## src/design/pse_stack_ram.sv

```systemverilog
// ----------------------------------------------------------------------------
// pse_stack_ram
// Single-write, single-read memory with registered read data.
// ----------------------------------------------------------------------------
module pse_stack_ram #(
  parameter int unsigned Width = 32,
  parameter int unsigned Depth = 128,
  parameter int unsigned AddrW = $clog2(Depth)
) (
  input  logic             clk_i,
  input  logic             we_i,
  input  logic [AddrW-1:0] waddr_i,
  input  logic [Width-1:0] wdata_i,
  input  logic [AddrW-1:0] raddr_i,
  output logic [Width-1:0] rdata_o
);

  logic [Width-1:0] mem [Depth];
  logic [Width-1:0] rdata_q;

  always_ff @(posedge clk_i) begin
    if (we_i) begin
      mem[waddr_i] <= wdata_i;
    end
    rdata_q <= mem[raddr_i];
  end

  assign rdata_o = rdata_q;

endmodule

```

## config.mk

```make
export PLATFORM = sky130hd
export DESIGN_NAME = pse_stack_ram
export DESIGN_NICKNAME = d
export VERILOG_FILES = /design/src/design/pse_stack_ram.sv
export SDC_FILE = /design/constraint.sdc
export NUM_CORES = 2
export LEC_CHECK = 0
export BUFFER_PORTS_ARGS = -buffer_cell sky130_fd_sc_hd__buf_4
export CELL_PAD_IN_SITES_DETAIL_PLACEMENT = 2
export CELL_PAD_IN_SITES_GLOBAL_PLACEMENT = 2
export CORE_ASPECT_RATIO = 1.4
export CORE_MARGIN = 4
export CORE_UTILIZATION = 40
export CTS_BUF_LIST = sky130_fd_sc_hd__clkbuf_16
export CTS_CLUSTER_DIAMETER = 150
export DETAILED_ROUTE_END_ITERATION = 10
export PLACE_DENSITY_LB_ADDON = 0.05
export SYNTH_ARGS = -nofsm -noshare
export SYNTH_HDL_FRONTEND = slang
export SYNTH_SLANG_ARGS = --single-unit
```

## constraint.sdc

```tcl
create_clock -name clk_i -period 4.3 [get_ports clk_i]
set_clock_uncertainty 0.2 [all_clocks]
set_input_delay 0.43 -clock clk_i [delete_from_list [all_inputs] [get_ports clk_i]]
set_output_delay 0.43 -clock clk_i [all_outputs]
set_load 0.005 [all_outputs]
```

==> impl_metrics.toml <==
[timing]
max-slew-margin-rel_pct = 8.10
worstMarginPinSlew_ns = 1.38
fmax_mhz = 315
hold_viol = 0
setup_tns_ns = 0
finalSetupViolations = 0
fin_crit_sh_pct = 73.8
period_needed_ns = 3.17
final_max_slew_viol_count = 0
rsz0062_at_grt = "no"

[synth]
synth_xor_area_share_pct = 0
yosysMostFrequentCell = "edfxtp_1"
synth_ff_type = "edfxtp_1"
ys_types = 17
syn_inst = 5990
ys_top_cells_by_area = "edfxtp_1 79%, mux4_2 19%, clkbuf_1 0.44%"
ys_warn_count = 0
synth-simple-area-share_pct = 0.446
synth_compound_area_share_pct = 0
synth-seq-cells = 4128
synth.top_cell.area_share_pct = 78.7
netlist_area_mm2 = 0.156
synth_edf_count = 4096
syn_nets = 6038
avgSynthCellArea_um2 = 26.1
synth_top_family_by_area = "multiplexers"
seq_area_frac_synth_pct = 79.1
synthArstFlopShare_pct = 0
synthAdderAreaFrac_pct = 0
synth_top_area_cell = "edfxtp_1"
synthMuxAreaShare_pct = 19.6
synth_common_cells = "4,096 x edfxtp_1, 1,344 x mux4_2, 182 x clkbuf_1, 122 x nor2_1, 79 x buf_2"

[floorplanning]
core_region_area_mm2 = 0.389
fp.dieH_um = 748
rows = 271
ios = 80
start_util_pct = 40.1
die_x_um = 536
dieArea_mm2 = 0.401

[clocking]
cts-buffers-inserted = 411
cts_sinks = 4128
clk_latency_ns = 0.99
clk_transition_reported_paths_ns = 0.07
htreeDepth = 5
clk_path_buf_depth = 4
post_cts_resize_count = 0
cts_root_buffer = "clkbuf_16"
cts_tree = "done"
hold_buffers = 37
post-cts-setup-buffer-count = 0

[power]
clockPowerShare_pct = 41.9
p_leak_nw = 56.0
power_frac_comb_pct = 5.8
p_sw_mw = 19.3
p_int_mw = 66.2
seqPwrFrac_pct = 52.3
power_density_mw_per_mm2 = 468
totalPowerFinal_mw = 85.4
swShare_pct = 22.6
peakVddDrop_v = 0.000365

[worst_setup_path]
cp_max_fo = 22
path_class = "in2reg"
rr_worst_depth = 4
cp-endpoint = "rdata_o[12]"
worstSetupEndpointType = "flop"
r2r_end = "rdata_o[24]"
rrSetupSlack_ns = 1.32
r2r-start = "mem[12][24]"
crit_start = "raddr_i[0]"
cp_data_arrival_time_ns = 3.84
worstSetupStartpointType = "input pin"
critical_path_required_ns = 4.97

[global_routing]
grt_overflow = 0
grt_usage_pct = 26.2
grt_max_degree = 129
grt_pass1_vias = 78800
grt_pass1_wl_mm = 713
antenna_found_initial = 61

[layout]
nets = 6676
drive_above_1_share_pct = 37.2
syn2layout_area_growth_pct = 16.8

[route]
vias_per_cell = 5.87
wl_met3_mm = 25.5
routed.top_layer = "met5"
final_antenna_net_count = 0
num_vias = 72400
drc = 0
wl_mm = 528
firstDrtPassIters = 5
drt-wirelength-per-cell_um = 42.7
m1WireLength_mm = 204
dr_wl_met2_mm = 280
first_iter_violations = 8710

[place]
place_hpwl_mm = 310
port_buffers = 79
gp_congestion = 0.769

[outcome]
status = "finished, final reports clean"

[worst_hold_path]
holdCritPathClass = "in2reg"

[flow_run]
cap_violations = 0
## worst max-delay path: stages
cell and delay [ns]:
buf_16 0.27, buf_12 0.24, buf_4 0.32, buf_4 0.28, mux4_2 0.53, mux4_2 0.78
mux4_2 0.61, mux2_2 0.31
## per-layer routing
metal / track usage (%) / vias up
met4: 7.95 / 14
met3: 2.91 / 605
met1: 33.5 / 41500
li1: - / 27900
met5: 0 / -
met2: 46.8 / 2420
## power by group through the flow
stage          Clock, mW  Sequential, mW  Combinational, mW
6_report            35.8            44.7               4.98
3_3_place_gp           0            45.6               4.98
5_1_grt             38.2            44.7               5.15
2_1_floorplan          0            45.3               2.14
3_5_place_dp           0            45.6               5.07
4_1_cts             36.4            44.7               5.11
## state kept, by name (all words and copies together), names as in the netlist
register / flops
rdata_o: 32
mem: 4096
## final cells by class
class / count / area (um2)
repair buffers: 541 / 6640
multi-input cells: 1546 / 32300
diodes: 190 / 475
well taps: 5187 / 6490
flip-flops and latches: 4128 / 124000
fillers: 33800 / 207000
clock inverters: 338 / 2580
clock buffers: 419 / 10500
## worst min path at each step
stage | end | slack, ns | cells after the start | startpoint
floorplan | mem[0][0] | 0.33 | 0 | wdata_i[0]
global placement | mem[34][14] | 0.62 | 1 | wdata_i[14]
detailed placement | mem[39][14] | 0.64 | 1 | wdata_i[14]
CTS | mem[30][22] | 0.001 | 4 | waddr_i[3]
global route | mem[30][22] | 0.06 | 4 | waddr_i[3]
finish | mem[30][22] | 0.1 | 4 | waddr_i[3]
## metrics by stage
step                      setup WS (ns)  hold slack (ns)  util [%]  instances  instance area (um2)
final                              1.13           0.0996      46.9      12300               183000
after global routing               1.10           0.0571      46.9      12300               183000
after CTS                          1.21          0.00134      46.8      12200               182000
after detailed placement          0.114            0.645      43.3      11400               169000
after global placement            0.139            0.623      43.3      11400               169000
after floorplan                   0.431            0.329         -       5990               156000
## placed cells by master (no fill, tap or decap), types with 4 or more instances in the layout
master,netlist,final
mux2_2,32,32
nand3_2,0,4
edfxtp_1,4096,4096
dlygate4sd3_1,0,37
clkinv_1,0,108
buf_4,3,304
bufinv_16,0,38
clkinv_2,0,88
diode_2,0,190
nand3_1,12,8
mux4_2,1344,1344
nor2_4,0,119
clkbuf_16,0,419
nor2b_1,7,7
dfxtp_1,32,32
inv_1,0,72
nand2_1,14,11
inv_6,0,8
clkinvlp_4,0,18
nor3_2,0,9
buf_12,0,195
## cells by family after synthesis
kind of cell	Yosys count
buffers and inverters	316
multiplexers	1376
flip-flops	4128
AND/OR/NAND/NOR	170
Note: power is estimated with default switching activity, not from simulation.
