==> src/design/pse_pkg.sv <==
// ----------------------------------------------------------------------------
// pse_pkg
// Shared types, constants and symbol decode for the postfix stack evaluator.
// ----------------------------------------------------------------------------
package pse_pkg;

  localparam int unsigned WORD_W      = 32;
  localparam int unsigned STACK_DEPTH = 128;
  localparam int unsigned ADDR_W      = $clog2(STACK_DEPTH);
  localparam int unsigned CNT_W       = $clog2(STACK_DEPTH + 1);
  localparam int unsigned STEP_W      = $clog2(WORD_W);
  localparam int unsigned SYM_W       = 8;
  localparam int unsigned OUT_TDATA_W = 40;
  localparam int unsigned OUT_PAD_W   = OUT_TDATA_W - WORD_W - 3;

  // Item kinds carried on the input tuser bit
  localparam logic OP_SYMBOL = 1'b0;
  localparam logic OP_FINISH = 1'b1;

  // ASCII codes
  localparam logic [SYM_W-1:0] SYM_ZERO  = 8'h30;
  localparam logic [SYM_W-1:0] SYM_NINE  = 8'h39;
  localparam logic [SYM_W-1:0] SYM_PLUS  = 8'h2B;
  localparam logic [SYM_W-1:0] SYM_MINUS = 8'h2D;
  localparam logic [SYM_W-1:0] SYM_TIMES = 8'h2A;
  localparam logic [SYM_W-1:0] SYM_SLASH = 8'h2F;

  typedef logic [WORD_W-1:0] word_t;

  typedef enum logic [1:0] {
    ALU_ADD,
    ALU_SUB,
    ALU_MUL,
    ALU_DIV
  } alu_op_e;

  typedef enum logic [1:0] {
    A_IDLE,
    A_DIV,
    A_FIX,
    A_DONE
  } alu_state_e;

  typedef enum logic [3:0] {
    S_IDLE,
    S_POP_R,
    S_WAIT_R,
    S_POP_L,
    S_WAIT_L,
    S_START,
    S_CALC,
    S_FIN_POP,
    S_FIN_WAIT,
    S_FIN_OUT
  } seq_state_e;

  typedef struct packed {
    logic    start;
    alu_op_e op;
  } alu_req_t;

  typedef struct packed {
    logic done;
    logic div0;
  } alu_rsp_t;

  typedef struct packed {
    logic div0;
    logic over;
    logic under;
  } err_flags_t;

  function automatic logic is_digit(input logic [SYM_W-1:0] sym);
    return (sym >= SYM_ZERO) && (sym <= SYM_NINE);
  endfunction

  function automatic logic is_arith(input logic [SYM_W-1:0] sym);
    return (sym == SYM_PLUS) || (sym == SYM_MINUS) ||
           (sym == SYM_TIMES) || (sym == SYM_SLASH);
  endfunction

  function automatic alu_op_e alu_op_of(input logic [SYM_W-1:0] sym);
    alu_op_e op;
    op = ALU_ADD;
    if (sym == SYM_MINUS) op = ALU_SUB;
    if (sym == SYM_TIMES) op = ALU_MUL;
    if (sym == SYM_SLASH) op = ALU_DIV;
    return op;
  endfunction

endpackage

==> src/design/pse_alu.sv <==
// ----------------------------------------------------------------------------
// pse_alu
// Shared arithmetic unit: registered add, subtract and multiply, signed
// divide by a restoring loop, one quotient bit per cycle.
// ----------------------------------------------------------------------------
module pse_alu
  import pse_pkg::*;
(
  input  logic     clk_i,
  input  logic     rst_ni,
  input  alu_req_t req_i,
  input  word_t    a_i,
  input  word_t    b_i,
  output alu_rsp_t rsp_o,
  output word_t    result_o
);

  alu_state_e        state_q, state_d;
  logic [STEP_W-1:0] step_q, step_d;
  word_t             quo_q, quo_d;
  word_t             rem_q, rem_d;
  word_t             ub_q, ub_d;
  logic              neg_q, neg_d;
  word_t             res_q, res_d;
  logic              div0_q, div0_d;

  word_t           abs_a, abs_b;
  logic [WORD_W:0] rem_sh, diff;

  assign abs_a  = a_i[WORD_W-1] ? (word_t'(0) - a_i) : a_i;
  assign abs_b  = b_i[WORD_W-1] ? (word_t'(0) - b_i) : b_i;
  assign rem_sh = {rem_q, quo_q[WORD_W-1]};
  assign diff   = rem_sh - {1'b0, ub_q};

  always_comb begin
    state_d = state_q;
    step_d  = step_q;
    quo_d   = quo_q;
    rem_d   = rem_q;
    ub_d    = ub_q;
    neg_d   = neg_q;
    res_d   = res_q;
    div0_d  = div0_q;
    unique case (state_q)
      A_IDLE: begin
        if (req_i.start) begin
          div0_d  = 1'b0;
          state_d = A_DONE;
          unique case (req_i.op)
            ALU_ADD: res_d = a_i + b_i;
            ALU_SUB: res_d = a_i - b_i;
            ALU_MUL: res_d = word_t'(a_i * b_i);
            ALU_DIV: begin
              if (b_i == '0) begin
                res_d  = '0;
                div0_d = 1'b1;
              end else begin
                quo_d   = abs_a;
                rem_d   = '0;
                ub_d    = abs_b;
                neg_d   = a_i[WORD_W-1] ^ b_i[WORD_W-1];
                step_d  = '0;
                state_d = A_DIV;
              end
            end
            default: res_d = '0;
          endcase
        end
      end
      A_DIV: begin
        // restore unless the trial subtract stays non-negative
        if (!diff[WORD_W]) begin
          rem_d = diff[WORD_W-1:0];
          quo_d = {quo_q[WORD_W-2:0], 1'b1};
        end else begin
          rem_d = rem_sh[WORD_W-1:0];
          quo_d = {quo_q[WORD_W-2:0], 1'b0};
        end
        step_d = step_q + 1'b1;
        if (step_q == STEP_W'(WORD_W - 1)) begin
          state_d = A_FIX;
        end
      end
      A_FIX: begin
        res_d   = neg_q ? (word_t'(0) - quo_q) : quo_q;
        state_d = A_DONE;
      end
      A_DONE: state_d = A_IDLE;
      default: state_d = A_IDLE;
    endcase
  end

  always_ff @(posedge clk_i or negedge rst_ni) begin
    if (!rst_ni) begin
      state_q <= A_IDLE;
      step_q  <= '0;
    end else begin
      state_q <= state_d;
      step_q  <= step_d;
    end
  end

  always_ff @(posedge clk_i) begin
    quo_q  <= quo_d;
    rem_q  <= rem_d;
    ub_q   <= ub_d;
    neg_q  <= neg_d;
    res_q  <= res_d;
    div0_q <= div0_d;
  end

  assign rsp_o.done = (state_q == A_DONE);
  assign rsp_o.div0 = div0_q;
  assign result_o   = res_q;

endmodule

==> config.mk <==
export PLATFORM = sky130hd
export DESIGN_NAME = pse_alu
export DESIGN_NICKNAME = d
export VERILOG_FILES = /design/src/design/pse_pkg.sv /design/src/design/pse_alu.sv
export SDC_FILE = /design/constraint.sdc
export NUM_CORES = 2
export LEC_CHECK = 0
export BUFFER_PORTS_ARGS = -buffer_cell sky130_fd_sc_hd__buf_2
export CAP_MARGIN = 15
export CORE_ASPECT_RATIO = 0.6
export CORE_UTILIZATION = 54
export CTS_CLUSTER_SIZE = 8
export DETAILED_ROUTE_END_ITERATION = 10
export GPL_TIMING_DRIVEN = 0
export PLACE_DENSITY = 0.71
export SYNTH_ARGS = -nofsm -noshare
export SYNTH_HDL_FRONTEND = slang
export SYNTH_SLANG_ARGS = --single-unit
==> constraint.sdc <==
create_clock -name clk_i -period 16.85 [get_ports clk_i]
set_input_delay 3.37 -clock clk_i [delete_from_list [all_inputs] [get_ports clk_i]]
set_output_delay 3.37 -clock clk_i [all_outputs]
set_load 0.005 [all_outputs]
==> qor.yml <==
setup_path:
  crit_arrival_ns: 12.68
  endpoint_kind: "register"
  critical_path_required_ns: 16.98
  worst-path-max-fanout: 10
  crit_path_start_kind: "input pin"
  r2r_cells: 14
  setup.worst_path.class: "input pin to register"
synth:
  synth_top_area_share_pct: 30.4
  ys.flop_type: "edfxtp_1"
  ys_warn_count: 0
  synth.largest_area_cell: "fa_1"
  synth_area_leaders: "fa_1 (30%), edfxtp_1 (14%), ha_1 (9.1%)"
  ys_seq_area_share_pct: 15.1
  synth-seq-cells: 137
  synth_cells: 2992
  avgSynthCellArea_um2: 9.03
  synth-edff-count: 130
  async_flop_share_pct: 5.11
  syn_area_um2: 27000
  ys_types: 71
  syn_nets: 3667
grt:
  grt_pass1_vias: 23100
  overflow: 0
  grt_usage_pct: 39.4
  antenna_found_initial: 6
  grt_max_degree: 37
  grt_pass1_wl_um: 147000
drt:
  final_antenna_net_count: 0
  viasPerCell: 6.12
  totalWireLength_um: 98000
  drcViolationCount: 0
  drt_iter0_drc: 3178
  wl_per_cell_um: 26.0
  vias: 23100
  dr.pass1.iters: 6
sta:
  holdWs_ns: 0.500
  tightest_slew_ns: 1.27
  skew_ns: 0.0124
  setup_violations: 0
  fmax_mhz: 79.7
  final_max_slew_viol_count: 0
  finalHoldViolations: 0
  maxSlewHeadroom_pct: 15.5
  setup_slack_ns: 4.31
  finalCritPeriodShare_pct: 74.4
  rsz0062_at_grt: "no"
  tns_ns: 0
  finalCriticalPeriod_ns: 12.54
cts:
  clk_latency_ns: 0.45
  clockBufferDepth: 2
  cts_made_buffers: 17
  cts_root_buffer: "clkbuf_16"
  cts_max_level: 4
  cts_setup_buffers: 0
  ctsResizeCount: 0
  path_clk_slew_ns: 0.07
  cts.sinks: 137
  cts_tree: "done"
  holdBufCountCts: 0
cells_and_area:
  area_growth_syn_to_layout_pct: 7.36
  final_nets: 3781
  drive_gt1_share_pct: 5.16
die:
  initial_core_util_pct: 54.7
  die_h_um: 175
  die_w_um: 291
  rows: 63
  ioPinCount: 103
  design.core.area_um2: 49400
  dieArea_um2: 51000
status:
  status: "finished, final reports clean"
placed_design:
  io_buffers: 88
  place_hpwl_um: 79900
  gp_congestion: 1.07
  dpl_worst_slack_ns: 4.13
flow_run:
  drv_cap: 0
hold_path:
  holdPathStages: 2
  hp-class: "register to register"
-- Yosys cell counts, drive strengths merged, types with 20 or more instances --
library cell,instances
o21a,21
mux2i,26
nand2,365
xor2,107
a211oi,22
inv,453
edfxtp,130
nor2,95
fa,410
a21o,36
clkbuf,162
o31ai,39
and2,312
xnor2,141
ha,196
or3,29
nand2b,20
o21ai,101
a21oi,98
-- cell families after synthesis --
logic type               Yosys count  share of synthesized area, %
AO/OA/AOI/OAI                    423                          10.3
XOR/XNOR                         248                          8.04
buffers and inverters            623                          8.67
AND/OR/NAND/NOR                  926                          17.4
multiplexers                      29                          1.10
adder cells (fa/ha/maj)          606                          39.4
flip-flops                       137                          15.1
-- layout make-up --
| class | instances | area, um2 |
|---|---|---|
| buffer | 170 | 643 |
| sequential | 137 | 4080 |
| tap | 650 | 813 |
| antenna | 4 | 10.0 |
| clock buffer | 22 | 484 |
| timing repair buffer | 95 | 529 |
| clock inverter | 10 | 140 |
| multi-input combinational | 2232 | 20600 |
| inverter | 453 | 1700 |
| fill | 4371 | 20400 |
-- cells in the final DEF, fill, tap and decap left out, types with 19 or more instances in the layout --
cell / n
inv_1: 452
nand3_1: 19
edfxtp_1: 130
a211oi_1: 22
a21o_1: 36
o21ai_0: 101
fa_1: 410
or3_1: 26
ha_1: 196
nor2_1: 94
nand2_1: 365
mux2i_1: 26
o21a_1: 21
a21oi_1: 98
xor2_1: 107
o31ai_1: 37
buf_2: 89
and2_1: 312
nand2b_1: 20
xnor2_1: 141
clkbuf_1: 163
-- worst paths after layout --
kind                                            start                      end  slack [ns]
worst max-delay path                           a_i[7]   result_o[30]$_DFFE_PP_        4.31
worst min-delay path            step_q[4]$_DFFE_PN0P_    step_q[4]$_DFFE_PN0P_        0.50
worst max register to register    quo_q[31]$_DFFE_PP_  rem_q[27]$_SDFFCE_PN0P_       11.88
worst min register to register  step_q[4]$_DFFE_PN0P_    step_q[4]$_DFFE_PN0P_        0.50
max in group asynchronous                      rst_ni   state_q[0]$_DFFE_PN0P_       13.91
min in group asynchronous                      rst_ni    step_q[2]$_DFFE_PN0P_        2.76
-- state kept, by name (all words and copies together), names as in the netlist --
signal and flops:
div0_q 1, neg_q 1, quo_q 32, rem_q 32, result_o 32, state_q 2, step_q 5, ub_q 32
-- layer usage --
metal / GRT usage (%) / routed length [um] / vias to the layer above
met5: 0.0938 / 17 / -
met4: 11.2 / 3080 / 2
met3: 13.6 / 14800 / 206
met2: 53.5 / 38000 / 1625
met1: 58.7 / 42200 / 11400
li1: - / - / 9802
-- worst max-delay path, cell delays in order --
cell and delay (ns):
buf_2 0.13, clkbuf_1 0.67, buf_6 0.26, clkbuf_1 0.67
and2_1 0.26, fa_1 0.45, fa_1 0.54, inv_1 0.06
fa_1 0.47, inv_1 0.05, fa_1 0.44, fa_1 0.48
fa_1 0.56, fa_1 0.43, fa_1 0.44, ha_1 0.34
a21o_1 0.21, a21o_1 0.20, a21oi_1 0.49, nand2_1 0.12
a211oi_1 0.82, o31ai_1 0.33, a31oi_1 0.26, xor2_1 0.27
or3_1 0.16, o311ai_0 0.16
-- per-stage QoR --
stage,cell area (um2),utilization (%),cells
after floorplan,27000,-,2992
after global placement,28300,57.2,3730
after detailed placement,28400,57.4,3734
after CTS,29000,58.6,3766
after global routing,29000,58.7,3771
final,29000,58.7,3773
Power is left out: the tool's default activity adds up to more than one toggle a clock period on the data nets, which glitch-free logic cannot reach.
